===== config.mk =====
export PLATFORM = sky130hd
export DESIGN_NAME = css_ctrl
export DESIGN_NICKNAME = d
export VERILOG_FILES = /design/src/rtl/core/css_pkg.sv /design/src/rtl/core/css_ctrl.sv
export SDC_FILE = /design/constraint.sdc
export NUM_CORES = 1
export LEC_CHECK = 0
export ABC_AREA = 1
export BUFFER_PORTS_ARGS = -buffer_cell sky130_fd_sc_hd__buf_2
export CAP_MARGIN = 20
export CORE_AREA = 3 3 40 42
export DETAILED_ROUTE_END_ITERATION = 10
export DIE_AREA = 0 0 43 45
export GPL_TIMING_DRIVEN = 0
export PLACE_DENSITY = 0.65
export SYNTH_ARGS = -nofsm -noshare
export SYNTH_HDL_FRONTEND = slang
export SYNTH_SLANG_ARGS = --single-unit
export TNS_END_PERCENT = 30

===== constraint.sdc =====
create_clock -name clk -period 1.6 [get_ports clk]
set_input_delay 0.32 -clock clk [delete_from_list [all_inputs] [get_ports clk]]
set_output_delay 0.32 -clock clk [all_outputs]
set_load 0.05 [all_outputs]

===== src/rtl/core/css_pkg.sv =====
package css_pkg;

  localparam int COORD_W = 32;
  localparam int ACC_W = 40;
  localparam int STEP_W = 16;
  localparam int CNT_W = 6;
  localparam int MAX_SAMPLES = 64;
  localparam int MAX_DIMS = 3;
  localparam int LANES = 2 * MAX_DIMS;

  localparam logic [1:0] REG_KIND = 2'd0;
  localparam logic [1:0] REG_STEP = 2'd1;
  localparam logic [1:0] REG_DIMS = 2'd2;

  localparam logic KIND_BSPLINE = 1'b0;
  localparam logic KIND_CATMULL = 1'b1;

  localparam logic [17:0] RECIP3_17 = 18'd174763;
  localparam logic [19:0] RECIP3_19 = 20'd699051;

  typedef struct packed {
    logic       shift_in;
    logic       coef;
    logic       load;
    logic       step;
    logic [1:0] step_idx;
    logic       fin1;
    logic       fin2;
    logic       fin3;
    logic       advance;
  } css_cmd_t;

  typedef struct packed {
    logic last;
  } css_status_t;

endpackage


===== src/rtl/core/css_ctrl.sv =====
module css_ctrl (
  input  logic                 clk,
  input  logic                 rst,
  input  logic                 point_valid,
  output logic                 point_stall,
  input  logic                 restart,
  output logic                 sample_valid,
  input  logic                 sample_stall,
  input  css_pkg::css_status_t status,
  output css_pkg::css_cmd_t    cmd
);
  import css_pkg::*;

  typedef enum logic [3:0] {
    ST_IDLE, ST_COEF, ST_LOAD, ST_H1, ST_H2, ST_H3, ST_F1, ST_F2, ST_F3, ST_OUT
  } state_t;

  state_t     state;
  logic [2:0] held;
  logic [2:0] held_next;

  assign point_stall = (state != ST_IDLE);
  assign sample_valid = (state == ST_OUT);
  assign held_next = restart ? 3'd1 : ((held == 3'd4) ? 3'd4 : held + 3'd1);

  always_comb begin
    cmd = '0;
    cmd.shift_in = (state == ST_IDLE) && point_valid;
    cmd.coef = (state == ST_COEF);
    cmd.load = (state == ST_LOAD);
    cmd.step = (state == ST_H1) || (state == ST_H2) || (state == ST_H3);
    cmd.step_idx = (state == ST_H2) ? 2'd1 : ((state == ST_H3) ? 2'd2 : 2'd0);
    cmd.fin1 = (state == ST_F1);
    cmd.fin2 = (state == ST_F2);
    cmd.fin3 = (state == ST_F3);
    cmd.advance = (state == ST_OUT) && !sample_stall && !status.last;
  end

  always_ff @(posedge clk) begin
    if (rst) begin
      state <= ST_IDLE;
      held <= '0;
    end else begin
      unique case (state)
        ST_IDLE: begin
          if (point_valid) begin
            held <= held_next;
            if (held_next == 3'd4) begin
              state <= ST_COEF;
            end
          end
        end
        ST_COEF: state <= ST_LOAD;
        ST_LOAD: state <= ST_H1;
        ST_H1:   state <= ST_H2;
        ST_H2:   state <= ST_H3;
        ST_H3:   state <= ST_F1;
        ST_F1:   state <= ST_F2;
        ST_F2:   state <= ST_F3;
        ST_F3:   state <= ST_OUT;
        ST_OUT: begin
          if (!sample_stall) begin
            state <= status.last ? ST_IDLE : ST_LOAD;
          end
        end
        default: state <= ST_IDLE;
      endcase
    end
  end

endmodule

==> flow_summary.yaml <==
clock_network:
  root_buffer: "clkbuf_4"
  hold_buffers: 0
  ctsLongestPathBuffers: 2
  clock_latency_ns: 0.24
  cts.sinks: 7
  cts_max_level: 1
  cts_tree: "built"
  cts.clk_slew.worst_paths_ns: 0.05
  cts_made_buffers: 3
timing:
  final_max_slew_viol_count: 0
  fin_skew_ns: 0.000123
  hold_viol: 0
  timing.fmax_mhz: 636
  rsz0062_at_grt: "true"
  tightest_slew_ns: 0.252
  finalCritPeriodShare_pct: 98.3
  period_needed_ns: 1.57
  setup_violations: 0
  slew_headroom_pct: 83.3
synth:
  synth_compound_area_share_pct: 14.5
  synth_fa_ha_area_share_pct: 5.48
  seq_area_frac_synth_pct: 30.7
  synth-xor-area-share_pct: 0
  synth-simple-area-share_pct: 36.2
  synth_top_family_by_area: "simple AND/OR/NAND/NOR gates"
  ys_top_cells_by_area: "dfxtp_1 31%, nor2_1 12%, inv_1 12%, nand2_1 9.0%, a21oi_1 7.7%"
  netlist_instances: 74
  ys_warn_count: 0
  synth_top_area_cell: "dfxtp_1"
  ys_ff_latch: 7
  muxShareOfSynthArea_pct: 0
  synth.top_cell.area_share_pct: 30.7
  netlist_area_sq_um: 457
  syn-num-nets: 82
  synth.distinct_cells: 18
  avgSynthCellArea_sq_um: 6.17
grt:
  grt_pass1_wl_um: 2180
  grt_pass1_vias: 575
  grt_overflow: 0
  use_met2_pct: 24.0
  grt_use_total_pct: 14.9
  grt_max_degree: 6
  use_met1_pct: 17.2
  grtUsageMet3_pct: 3.98
  top_usage_layer: "met2"
  antenna_found_initial: 0
final_layout:
  final_cell_mix: "13 x nor2_1, 12 x inv_1, 10 x nand2_1, 10 x buf_2"
  fill_cells: 120
  stdcell_count: 116
  syn_to_final_growth_pct: 61.1
  nets: 110
  drive_gt1_share_pct: 45.5
  diodes: 0
  design_area_sq_um: 736
  final_common_cell: "nor2_1"
detailed_routing:
  vias: 568
  wl_per_cell_um: 11.1
  viasPerCell: 4.90
  routed_wl_um: 1290
  first_iter_violations: 15
  first_pass_iters: 4
  drc: 0
  ant_nets: 0
critical_path:
  crit_path_end_kind: "output pin"
  cpMostUsedCell: "inv_2"
  criticalPathCategory: "flop to output pin"
  cp_num_buf_inv: 3
  slowest_delay_ns: 0.34
  critPathLaunchType: "flop"
  critPathSlowestCell: "dfxtp_2"
  critical_path.top_delay_family: "simple AND/OR/NAND/NOR gates"
  cp_cell_sequence: "nor2_2, inv_2, nor2_4, nand2_2, inv_2, buf_8"
  cp.arrival_ns: 1.25
  cp.required_ns: 1.28
  critPathMaxFanout: 4
power:
  pwr_density_cell_nw_per_um2: 525
  vdd_drop_max_mv: 0.405
  p_leak_nw: 0.384
floorplan:
  die_y_um: 45
  core_area_sq_um: 1280
  fp.dieArea_sq_um: 1940
  initial_utilization_pct: 35.5
  rows: 13
  io_pins: 18
  die_x_um: 43
place:
  place_area_sq_um: 571
  hpwl_um: 867
  port_buffers: 17
  placed_cells: 106
  place.gp.congestion: 0.760
min_path:
  min_path_type: "input pin to flop"
flow_run:
  cap_violations: 0
outcome:
  outcome: "completed"
synthesized netlist by cell type:
cell      instances
o21ai_0           1
dfxtp_1           7
o211ai_1          1
o21ai_1           1
nand3_1           3
nor2_1           15
nor3_1            3
or2_1             1
inv_2             2
ha_1              2
o22ai_1           1
o21bai_1          1
nor2_2            1
inv_1            14
a21oi_1           7
nand2_1          11
nand2_2           2
nand4_2           1
power breakdown:
group	switching [mW]	leakage, nW	internal, mW	total [mW]
logic	0.0302	0.310	0.0199	0.0501
registers	0.00290	0.0593	0.177	0.180
clock network	0.0613	0.0150	0.0949	0.156
total	0.0944	0.384	0.292	0.386
worst paths after layout:
check	from	endpoint	slack, ns	cells after the start
min	rst	state[3]$_SDFFE_PP0P_	0.28	2
min reg2reg	held[1]$_SDFFE_PP0P_	held[1]$_SDFFE_PP0P_	0.48	2
max	state[2]$_SDFFE_PP0P_	cmd[9]	0.03	6
max reg2reg	held[0]$_SDFFE_PP0P_	state[1]$_SDFFE_PP0P_	0.27	9
stage by stage:
| stage | worst slack (ns) | hold WS, ns | utilization [%] | TNS, ns | power [mW] |
|---|---|---|---|---|---|
| finish | 0.0270 | 0.284 | 57.3 | 0 | 0.386 |
| global route | -0.0235 | 0.294 | 57.3 | -0.0786 | 0.412 |
| CTS | -0.0157 | 0.272 | 53.2 | -0.0259 | 0.393 |
| detailed placement | 0.105 | 0.477 | 44.4 | 0 | 0.231 |
| global placement | 0.0998 | 0.483 | 44.4 | 0 | 0.230 |
| floorplan | -0.259 | 0.389 | - | -0.482 | 0.215 |
timing repair:
item,CTS,global route
setup endpoints to repair,4,7
endpoints found under the hold margin,0,0
pin swaps,3,4
buffers inserted,6,0
resized for setup,15,18
state kept, by name, indices dropped and copies added, names as in the netlist:
signal,count
held,3
state,4
worst reg2reg max path: stages, from the launching register on:
cell and delay [ns]:
dfxtp_1 0.35, inv_1 0.07, ha_1 0.30, inv_1 0.06, nor2_1 0.03, a21oi_1 0.12, nand3_1 0.08, nand2_1 0.09
nand3_1 0.08, nor2_1 0.09
layout make-up:
| type | count | area, sq um | share of cell area (%) |
|---|---|---|---|
| multi-input cells | 51 | 307 | 41.7 |
| repair buffers | 23 | 174 | 23.6 |
| flip-flops and latches | 7 | 148 | 20.1 |
| inverters | 16 | 62.6 | 8.50 |
| clock buffers | 4 | 26.3 | 3.57 |
| well taps | 15 | 18.8 | 2.55 |
logic make-up (layout without fill, tap and decap cells):
| logic type | count (synthesis) | after routing |
|---|---|---|
| adder cells (fa/ha/maj) | 2 | 2 |
| buffers and inverters | 16 | 43 |
| AND/OR/NAND/NOR | 37 | 37 |
| AO/OA/AOI/OAI | 12 | 12 |
| flip-flops | 7 | 7 |
routing by layer:
layer	share of wire, %	vias to the layer above
li1	-	287
met1	44	266
met2	51	13
met3	3.6	2
met4	1.1	0
met5	0	-
Note: power is estimated with default switching activity, not from simulation.
